## src/hw/rtl/cpulsb_pkg.sv

```systemverilog
// Shared types and constants of the logic, rotate, shift and bit unit.
package cpulsb_pkg;

   typedef enum logic [4:0] {
      MODE_XOR  = 5'd0,
      MODE_OR   = 5'd1,
      MODE_AND  = 5'd2,
      MODE_SWAP = 5'd3,
      MODE_RLA  = 5'd4,
      MODE_RLCA = 5'd5,
      MODE_RRA  = 5'd6,
      MODE_RRCA = 5'd7,
      MODE_CPL  = 5'd8,
      MODE_CCF  = 5'd9,
      MODE_SCF  = 5'd10,
      MODE_BIT  = 5'd11,
      MODE_RL   = 5'd12,
      MODE_RLC  = 5'd13,
      MODE_RR   = 5'd14,
      MODE_RRC  = 5'd15,
      MODE_SRL  = 5'd16,
      MODE_SRA  = 5'd17,
      MODE_SLA  = 5'd18,
      MODE_RES  = 5'd19,
      MODE_SET  = 5'd20,
      MODE_DAA  = 5'd21
   } mode_type;

   localparam logic [7:0] DAA_HI_ADJ   = 8'h60;
   localparam logic [7:0] DAA_HI_LIMIT = 8'h99;
   localparam logic [3:0] DAA_LO_LIMIT = 4'h9;
   localparam logic [7:0] DAA_LO_ADJ   = 8'h06;

   typedef struct packed {
      mode_type   mode;
      logic [7:0] acc_in;
      logic [7:0] operand_in;
      logic [2:0] bit_index;
      logic       z_in;
      logic       n_in;
      logic       h_in;
      logic       c_in;
   } req_type;

   typedef struct packed {
      logic [7:0] result;
      logic       write_back;
      logic       z_out;
      logic       n_out;
      logic       h_out;
      logic       c_out;
   } rsp_type;

endpackage

```

## src/hw/rtl/cpulsb_req_if.sv

```systemverilog
// Request channel interface: operation and operands with valid/ready handshake.
interface cpulsb_req_if;
   logic                 valid;
   logic                 ready;
   cpulsb_pkg::mode_type mode;
   logic [7:0]           acc_in;
   logic [7:0]           operand_in;
   logic [2:0]           bit_index;
   logic                 z_in;
   logic                 n_in;
   logic                 h_in;
   logic                 c_in;

   modport source (output valid, mode, acc_in, operand_in, bit_index,
                   z_in, n_in, h_in, c_in, input ready);
   modport sink (input valid, mode, acc_in, operand_in, bit_index,
                 z_in, n_in, h_in, c_in, output ready);
endinterface

```

## src/hw/rtl/cpulsb_rsp_if.sv

```systemverilog
// Response channel interface: result byte, write-back strobe and flags.
interface cpulsb_rsp_if;
   logic       valid;
   logic       ready;
   logic [7:0] result;
   logic       write_back;
   logic       z_out;
   logic       n_out;
   logic       h_out;
   logic       c_out;

   modport source (output valid, result, write_back, z_out, n_out, h_out, c_out,
                   input ready);
   modport sink (input valid, result, write_back, z_out, n_out, h_out, c_out,
                 output ready);
endinterface

```

## src/hw/rtl/cpu_logic_shift_bit_unit_core.sv

```systemverilog
// Top level of the SM83-style logic, rotate, shift and bit unit.
//
// Usage: the request channel (req_ch) carries one operation per transaction:
// the operation code, accumulator, operand byte, bit index and the incoming
// Z N H C flags. The response channel (rsp_ch) returns one transaction per
// request with the new byte, the write-back strobe and the new flags, in
// request order.
// Pipeline: a request accepted into the input register passes through one
// level of byte-wide logic and lands in the output register, which drives
// rsp_ch; a stall on rsp_ch can hold it in the input register.
// Throughput: one transaction per cycle while rsp_ch.ready is high, since
// each register moves whenever the one after it is empty or being emptied.
// Stalls: when rsp_ch.ready is low the output register holds its result, the
// input register fills, and req_ch.ready then drops until space frees up.
// Reset: synchronous reset empties both registers and drops any transaction
// in flight; no state survives between transactions.
// Unused operation codes pass the accumulator and flags through, no write.
module cpu_logic_shift_bit_unit_core (
   input logic clock,
   input logic reset,
   cpulsb_req_if.sink   req_ch,
   cpulsb_rsp_if.source rsp_ch
);
   import cpulsb_pkg::*;

   logic    s1_valid_ff, s1_valid_in;
   req_type s1_ff;
   logic    rsp_valid_ff, rsp_valid_in;
   rsp_type rsp_ff;
   rsp_type rsp_in;
   logic    out_free;
   logic    in_take;

   assign out_free     = !rsp_valid_ff || rsp_ch.ready;
   assign req_ch.ready = !s1_valid_ff || out_free;
   assign in_take      = req_ch.valid && req_ch.ready;

   assign s1_valid_in  = req_ch.ready ? req_ch.valid : s1_valid_ff;
   assign rsp_valid_in = out_free ? s1_valid_ff : rsp_valid_ff;

   always_ff @(posedge clock) begin
      if (reset) begin
         s1_valid_ff  <= 1'b0;
         rsp_valid_ff <= 1'b0;
      end else begin
         s1_valid_ff  <= s1_valid_in;
         rsp_valid_ff <= rsp_valid_in;
      end
   end

   always_ff @(posedge clock) begin
      if (in_take) begin
         s1_ff.mode       <= req_ch.mode;
         s1_ff.acc_in     <= req_ch.acc_in;
         s1_ff.operand_in <= req_ch.operand_in;
         s1_ff.bit_index  <= req_ch.bit_index;
         s1_ff.z_in       <= req_ch.z_in;
         s1_ff.n_in       <= req_ch.n_in;
         s1_ff.h_in       <= req_ch.h_in;
         s1_ff.c_in       <= req_ch.c_in;
      end
      if (out_free && s1_valid_ff) begin
         rsp_ff <= rsp_in;
      end
   end

   // Execute stage.
   logic [7:0] a, v, r, mask, daa_r;
   logic       c, co, daa_c;

   assign a    = s1_ff.acc_in;
   assign v    = s1_ff.operand_in;
   assign c    = s1_ff.c_in;
   assign mask = 8'd1 << s1_ff.bit_index;

   // Decimal adjust: the low-nibble test follows the high adjustment, which
   // leaves the low nibble untouched.
   always_comb begin
      daa_r = a;
      daa_c = c;
      if (!s1_ff.n_in) begin
         if (c || (a > DAA_HI_LIMIT)) begin
            daa_r = a + DAA_HI_ADJ;
            daa_c = 1'b1;
         end
         if (s1_ff.h_in || (a[3:0] > DAA_LO_LIMIT)) begin
            daa_r = daa_r + DAA_LO_ADJ;
         end
      end else begin
         if (c) begin
            daa_r = daa_r - DAA_HI_ADJ;
         end
         if (s1_ff.h_in) begin
            daa_r = daa_r - DAA_LO_ADJ;
         end
      end
   end

   always_comb begin
      r  = 8'd0;
      co = 1'b0;
      rsp_in.result     = a;
      rsp_in.write_back = 1'b1;
      rsp_in.z_out      = s1_ff.z_in;
      rsp_in.n_out      = 1'b0;
      rsp_in.h_out      = 1'b0;
      rsp_in.c_out      = c;
      case (s1_ff.mode)
         MODE_XOR, MODE_OR, MODE_AND, MODE_SWAP, MODE_RL, MODE_RLC, MODE_RR,
         MODE_RRC, MODE_SRL, MODE_SRA, MODE_SLA: begin
            case (s1_ff.mode)
               MODE_XOR:  r = a ^ v;
               MODE_OR:   r = a | v;
               MODE_AND:  r = a & v;
               MODE_SWAP: r = {v[3:0], v[7:4]};
               MODE_RL:   begin r = {v[6:0], c};    co = v[7]; end
               MODE_RLC:  begin r = {v[6:0], v[7]}; co = v[7]; end
               MODE_RR:   begin r = {c, v[7:1]};    co = v[0]; end
               MODE_RRC:  begin r = {v[0], v[7:1]}; co = v[0]; end
               MODE_SRL:  begin r = {1'b0, v[7:1]}; co = v[0]; end
               MODE_SRA:  begin r = {v[7], v[7:1]}; co = v[0]; end
               MODE_SLA:  begin r = {v[6:0], 1'b0}; co = v[7]; end
               default:   r = 8'd0;
            endcase
            rsp_in.result = r;
            rsp_in.z_out  = (r == 8'd0);
            rsp_in.h_out  = (s1_ff.mode == MODE_AND);
            rsp_in.c_out  = co;
         end
         MODE_RLA, MODE_RLCA, MODE_RRA, MODE_RRCA: begin
            case (s1_ff.mode)
               MODE_RLA:  begin r = {a[6:0], c};    co = a[7]; end
               MODE_RLCA: begin r = {a[6:0], a[7]}; co = a[7]; end
               MODE_RRA:  begin r = {c, a[7:1]};    co = a[0]; end
               default:   begin r = {a[0], a[7:1]}; co = a[0]; end
            endcase
            rsp_in.result = r;
            rsp_in.z_out  = 1'b0;
            rsp_in.c_out  = co;
         end
         MODE_CPL: begin
            rsp_in.result = ~a;
            rsp_in.n_out  = 1'b1;
            rsp_in.h_out  = 1'b1;
         end
         MODE_CCF: begin
            rsp_in.write_back = 1'b0;
            rsp_in.c_out      = ~c;
         end
         MODE_SCF: begin
            rsp_in.write_back = 1'b0;
            rsp_in.c_out      = 1'b1;
         end
         MODE_BIT: begin
            rsp_in.result     = v;
            rsp_in.write_back = 1'b0;
            rsp_in.z_out      = ~|(v & mask);
            rsp_in.h_out      = 1'b1;
         end
         MODE_RES, MODE_SET: begin
            rsp_in.result = (s1_ff.mode == MODE_SET) ? (v | mask) : (v & ~mask);
            rsp_in.n_out  = s1_ff.n_in;
            rsp_in.h_out  = s1_ff.h_in;
         end
         MODE_DAA: begin
            rsp_in.result = daa_r;
            rsp_in.z_out  = (daa_r == 8'd0);
            rsp_in.n_out  = s1_ff.n_in;
            rsp_in.c_out  = daa_c;
         end
         default: begin
            rsp_in.write_back = 1'b0;
            rsp_in.n_out      = s1_ff.n_in;
            rsp_in.h_out      = s1_ff.h_in;
         end
      endcase
   end

   assign rsp_ch.valid      = rsp_valid_ff;
   assign rsp_ch.result     = rsp_ff.result;
   assign rsp_ch.write_back = rsp_ff.write_back;
   assign rsp_ch.z_out      = rsp_ff.z_out;
   assign rsp_ch.n_out      = rsp_ff.n_out;
   assign rsp_ch.h_out      = rsp_ff.h_out;
   assign rsp_ch.c_out      = rsp_ff.c_out;

endmodule
```

## src/flat_wrapper.sv

```systemverilog
// flat-port wrapper written by rule: the top's interface ports become plain ports
module cpu_logic_shift_bit_unit_core_flat import cpulsb_pkg::*;
  (clock, reset, req_ch_valid, req_ch_mode, req_ch_acc_in, req_ch_operand_in, req_ch_bit_index, req_ch_z_in, req_ch_n_in, req_ch_h_in, req_ch_c_in, req_ch_ready, rsp_ch_valid, rsp_ch_result, rsp_ch_write_back, rsp_ch_z_out, rsp_ch_n_out, rsp_ch_h_out, rsp_ch_c_out, rsp_ch_ready);
  cpulsb_req_if req_ch_i ();
  cpulsb_rsp_if rsp_ch_i ();
  input logic clock;
  input logic reset;
  input wire logic [$bits(req_ch_i.valid)-1:0] req_ch_valid;
  input wire logic [$bits(req_ch_i.mode)-1:0] req_ch_mode;
  input wire logic [$bits(req_ch_i.acc_in)-1:0] req_ch_acc_in;
  input wire logic [$bits(req_ch_i.operand_in)-1:0] req_ch_operand_in;
  input wire logic [$bits(req_ch_i.bit_index)-1:0] req_ch_bit_index;
  input wire logic [$bits(req_ch_i.z_in)-1:0] req_ch_z_in;
  input wire logic [$bits(req_ch_i.n_in)-1:0] req_ch_n_in;
  input wire logic [$bits(req_ch_i.h_in)-1:0] req_ch_h_in;
  input wire logic [$bits(req_ch_i.c_in)-1:0] req_ch_c_in;
  output wire logic [$bits(req_ch_i.ready)-1:0] req_ch_ready;
  output wire logic [$bits(rsp_ch_i.valid)-1:0] rsp_ch_valid;
  output wire logic [$bits(rsp_ch_i.result)-1:0] rsp_ch_result;
  output wire logic [$bits(rsp_ch_i.write_back)-1:0] rsp_ch_write_back;
  output wire logic [$bits(rsp_ch_i.z_out)-1:0] rsp_ch_z_out;
  output wire logic [$bits(rsp_ch_i.n_out)-1:0] rsp_ch_n_out;
  output wire logic [$bits(rsp_ch_i.h_out)-1:0] rsp_ch_h_out;
  output wire logic [$bits(rsp_ch_i.c_out)-1:0] rsp_ch_c_out;
  input wire logic [$bits(rsp_ch_i.ready)-1:0] rsp_ch_ready;
  assign req_ch_i.valid = req_ch_valid;
  assign req_ch_i.mode = req_ch_mode;
  assign req_ch_i.acc_in = req_ch_acc_in;
  assign req_ch_i.operand_in = req_ch_operand_in;
  assign req_ch_i.bit_index = req_ch_bit_index;
  assign req_ch_i.z_in = req_ch_z_in;
  assign req_ch_i.n_in = req_ch_n_in;
  assign req_ch_i.h_in = req_ch_h_in;
  assign req_ch_i.c_in = req_ch_c_in;
  assign req_ch_ready = req_ch_i.ready;
  assign rsp_ch_valid = rsp_ch_i.valid;
  assign rsp_ch_result = rsp_ch_i.result;
  assign rsp_ch_write_back = rsp_ch_i.write_back;
  assign rsp_ch_z_out = rsp_ch_i.z_out;
  assign rsp_ch_n_out = rsp_ch_i.n_out;
  assign rsp_ch_h_out = rsp_ch_i.h_out;
  assign rsp_ch_c_out = rsp_ch_i.c_out;
  assign rsp_ch_i.ready = rsp_ch_ready;
  cpu_logic_shift_bit_unit_core u_core (.clock(clock), .reset(reset), .req_ch(req_ch_i), .rsp_ch(rsp_ch_i));
endmodule
```

## config.mk

```make
export PLATFORM = sky130hd
export DESIGN_NAME = cpu_logic_shift_bit_unit_core_flat
export DESIGN_NICKNAME = d
export VERILOG_FILES = /design/src/hw/rtl/cpulsb_pkg.sv /design/src/hw/rtl/cpulsb_req_if.sv /design/src/hw/rtl/cpulsb_rsp_if.sv /design/src/hw/rtl/cpu_logic_shift_bit_unit_core.sv /design/src/flat_wrapper.sv
export SDC_FILE = /design/constraint.sdc
export NUM_CORES = 1
export LEC_CHECK = 0
export BUFFER_PORTS_ARGS = -buffer_cell sky130_fd_sc_hd__buf_2
export CORE_UTILIZATION = 61
export DETAILED_ROUTE_END_ITERATION = 16
export PLACE_DENSITY = 0.88
export SKIP_LAST_GASP = 1
export SLEW_MARGIN = 20
export SYNTH_ARGS = -nofsm -noshare
export SYNTH_HDL_FRONTEND = slang
export SYNTH_SLANG_ARGS = --single-unit
export TNS_END_PERCENT = 50
```

## constraint.sdc

```tcl
create_clock -name clock -period 4.6 [get_ports clock]
set_input_delay 0.69 -clock clock [delete_from_list [all_inputs] [get_ports clock]]
set_output_delay 0.69 -clock clock [all_outputs]
set_load 0.01 [all_outputs]
```

==> parameters.txt <==
Parameter                              Value

Timing
  Share of the clock period used by the worst path    about 63%
  Rel. slew slack    between 30% and 40%
  Finish-stage setup viols    0
  Setup Total Neg Slack    0 ns
  Number of hold violations in the final report    0
  Unrepaired setup endpoints after global routing    no
  Max Clk Rate    approximately 350 MHz
  Fin. max-slew vios    0
  Min cycle time layout    around 2.9 ns
  Slew at the pin with the worst max-slew slack    slightly above 1 ns
  Clock tree skew after final layout    between 0.007 and 0.008 ns

Synthesis
  Most area-consuming cells after synthesis    sky130_fd_sc_hd__edfxtp_1 (34%), sky130_fd_sc_hd__ha_1 (7.0%), sky130_fd_sc_hd__o21ai_0 (4.3%)
  Cell accounting for the most synthesized area    sky130_fd_sc_hd__edfxtp_1
  Most frequent cell after synthesis    sky130_fd_sc_hd__edfxtp_1
  Parity-gate share of the synthesized area counting xor and xnor cells    roughly 1.7%
  Synth Flop Type    sky130_fd_sc_hd__edfxtp_1
  EDFF count, synth    41
  Cell types with the highest counts after synthesis    sky130_fd_sc_hd__edfxtp_1 (41), sky130_fd_sc_hd__nand2_1 (33), sky130_fd_sc_hd__o21ai_0 (31)
  Simple logic cell fraction of the synthesized area    between 10% and 20%
  Largest family of logic cells by synthesized area    compound AO/OA/AOI/OAI gates
  Number of nets produced by synthesis    ~450
  Synth Register Bits    43
  Synthesized area per cell    8.930 µm²
  Part of the Yosys area used for sequential elements    a little over a third
  Cells after Synth    400
  Synthesized-area fraction occupied by adder cells    around 7%
  Area share of the largest cell type after synthesis    around a third
  Number of distinct library cells after synthesis    ~70
  Post-synthesis mux area share    under 10%
  Compound-cell area share of the yosys netlist    a little under a quarter
  Synth warnings    0
  Synthesized area    around 3600 µm²
  Share of flip-flops with an asynchronous set or reset    0%

Route
  Total detailed-routing wirelength    slightly below 10 mm
  Drt pass-1 iters    5
  Post-route ant nets    0
  Post-detailed-route via-to-cell ratio    slightly below 7
  Number of design rule violations left after detail routing    0
  Drt wl/cell    a little under 20 µm
  Total via count after detailed routing    approximately 3400
  Number of violations reported at the end of detailed-routing iteration 0    521

CTS
  Maximum clock path buffer count    2
  Number of buffers created by CTS    5
  Post-CTS setup buffer count    0
  Clock tree from TritonCTS    built
  Insertion delay of the later-clocked pin in the worst-skew pair    ~0.30 ns
  Resized Gates After CTS    0
  Clk root buf    sky130_fd_sc_hd__clkbuf_8
  H-tree depth    2
  Hold Buf Count CTS    0
  Clk pin slew, worst setup/hold paths    around 0.09 ns
  Clock Sink Count    43

Floorplan
  Core Footprint    5574 µm²
  Floorplan die width    78.53 µm
  Starting utilization of the core area    between 60% and 70%
  I/O pin cnt    47
  Vertical die dimension    approximately 80 µm
  Full die area    roughly 6200 µm²
  FP Rows    27

Cells and area
  Area growth from synthesis to final layout    7.881%
  Filler instances    between 400 and 500
  Count of placed standard cells in the final layout, fillers left out    499
  Number of antenna diodes    0
  Net count, final    roughly 480
  Share of final-layout standard cells stronger than drive strength 1    between 10% and 20%

Run status
  Result of the run    complete, no violations

Power and ir drop
  Share of power burned in the clock network    ~26%
  Worst IR drop on VDD    about 210 µV
  Switching power as a share of total power    roughly 32%
  Internal power component    between 600 and 700 µW
  Power density normalized to cell area    around 250 nW/µm²
  Register share of total power    52.4%
  Relative contribution of combinational cells to total power    between 20 and 25%
  Leak Pwr    between 1.5 and 2 nW
  Power consumption    slightly below 1 mW
  Psw    around 310 µW

Setup path
  Peak fanout along the critical path    18
  Worst Setup End Kind    register
  Kind of launch point of the worst setup path    register
  Delay contributed by the slowest stage of the critical path    roughly 0.75 ns
  Worst path required time    about 4.7 ns
  Ordered cell list for the critical path    inv_1 > ha_1 > nor3_1 > a311o_1 > a221oi_2 > a32oi_1 > a2111o_1
  Type of the setup path with the least slack    reg -> reg
  Standard cell with the maximum stage delay on the critical path    sky130_fd_sc_hd__edfxtp_1
  WP data arrival    2.93 ns

Global routing
  Global router's overall resource usage    33.43%
  Antenna violations before repair    0
  Pin count of the biggest net entering global routing    37
  Number of global-route vias before repair    2974
  Total global routing overflow    0
  First-pass GRT wire length    about 15 mm

Placement
  Number of instances in the placed design    491
  # port buffers    46
  Final Wtd Congestion    0.9756
  Detail Placement HPWL    between 7 and 8 mm

Run
  Max Cap Viol    0

Hold path
  Hold/Removal Path Class    reg -> reg
## registers in the layout, indices dropped and copies added, names as in the netlist
name and cells:
u_core.a 8, u_core.v 8, u_core.c 1, u_core.rsp_ch.write_back 1
u_core.rsp_ch.c_out 1, u_core.s1_ff 11, u_core.rsp_ch.valid 1, u_core.rsp_ch.h_out 1
u_core.s1_valid_ff 1, u_core.rsp_ch.z_out 1, u_core.rsp_ch.n_out 1, u_core.rsp_ch.result 8
## stage by stage
step                instance area (µm²)  worst slack [ns]  hold slack (ns)  util [%]
floorplan                          3572             2.286           0.4778         -
global placement                   3762             1.872           0.4908     67.50
detailed placement                 3765             1.773           0.5206     67.54
CTS                                3854             1.755           0.5321     69.14
global route                       3854             1.530           0.5463     69.14
finish                             3854             1.721           0.5303     69.14
## per-layer routing
metal / up-vias / wire, µm / GRT usage, %
met5: - / 0 / 0
met4: 0 / 253 / 11.85
met3: 29 / 1004 / 6.163
met2: 214 / 4412 / 48.52
met1: 1567 / 4181 / 49.40
li1: 1560 / - / -
## power by group through the flow
stage                     clock (mW)  combinational, mW  sequential [mW]
after detailed placement           0              0.208            0.514
after CTS                      0.249              0.209            0.505
after floorplan                    0              0.168            0.487
after global routing           0.263              0.234            0.512
final                          0.249              0.213            0.507
after global placement             0              0.204            0.513
## cells in the final DEF (no fill, tap or decap), types with 7 or more instances in the layout
master	netlist	final
sky130_fd_sc_hd__nand3_1	13	13
sky130_fd_sc_hd__buf_2	12	46
sky130_fd_sc_hd__nor3_1	11	11
sky130_fd_sc_hd__nand2_1	33	33
sky130_fd_sc_hd__o211ai_1	8	8
sky130_fd_sc_hd__mux2i_1	12	12
sky130_fd_sc_hd__nor2_1	26	26
sky130_fd_sc_hd__o21ai_0	31	31
sky130_fd_sc_hd__ha_1	20	20
sky130_fd_sc_hd__nor2b_1	9	8
sky130_fd_sc_hd__edfxtp_1	41	41
sky130_fd_sc_hd__nand4_1	7	7
sky130_fd_sc_hd__a21oi_1	29	29
sky130_fd_sc_hd__inv_1	27	27
sky130_fd_sc_hd__and3_1	7	7
## area by class of cell
type	count	area [µm²]	share of cell area, %
inverters	28	105.1	2.727
repair buffers	49	252.7	6.558
clock inverters	3	20.02	0.5195
clock buffers	5	68.82	1.786
well taps	72	90.09	2.338
flip-flops and latches	43	1271	32.99
multi-input cells	299	2046	53.08
## worst paths after layout
path                                                      start                                end  slack [ns]  cells after the start
worst max-delay path                      u_core.a[5]$_DFFE_PP_  u_core.rsp_ch.result[6]$_DFFE_PP_        1.72                      7
worst min-delay path            u_core.s1_valid_ff$_SDFFE_PP0N_   u_core.rsp_ch.valid$_SDFFE_PP0P_        0.53                      2
worst max register to register            u_core.a[5]$_DFFE_PP_  u_core.rsp_ch.result[6]$_DFFE_PP_        1.72                      7
worst min register to register  u_core.s1_valid_ff$_SDFFE_PP0N_   u_core.rsp_ch.valid$_SDFFE_PP0P_        0.53                      2
## kinds of logic after synthesis
kind of cell / Yosys count
AO/OA/AOI/OAI: 121
flip-flops: 43
AND/OR/NAND/NOR: 135
multiplexers: 16
XOR/XNOR: 7
buffers and inverters: 58
adder cells (fa/ha/maj): 20
## worst max-delay path: cells and delay by family (launching register included)
family	cells	cell delay, ns
and+or+nand+nor	1	0.07
adders and majority gates	1	0.46
AOI/OAI and AO/OA	4	1.09
buffers and inverters	1	0.25
DFF	1	0.75
Note: power is estimated with default switching activity, not from simulation.
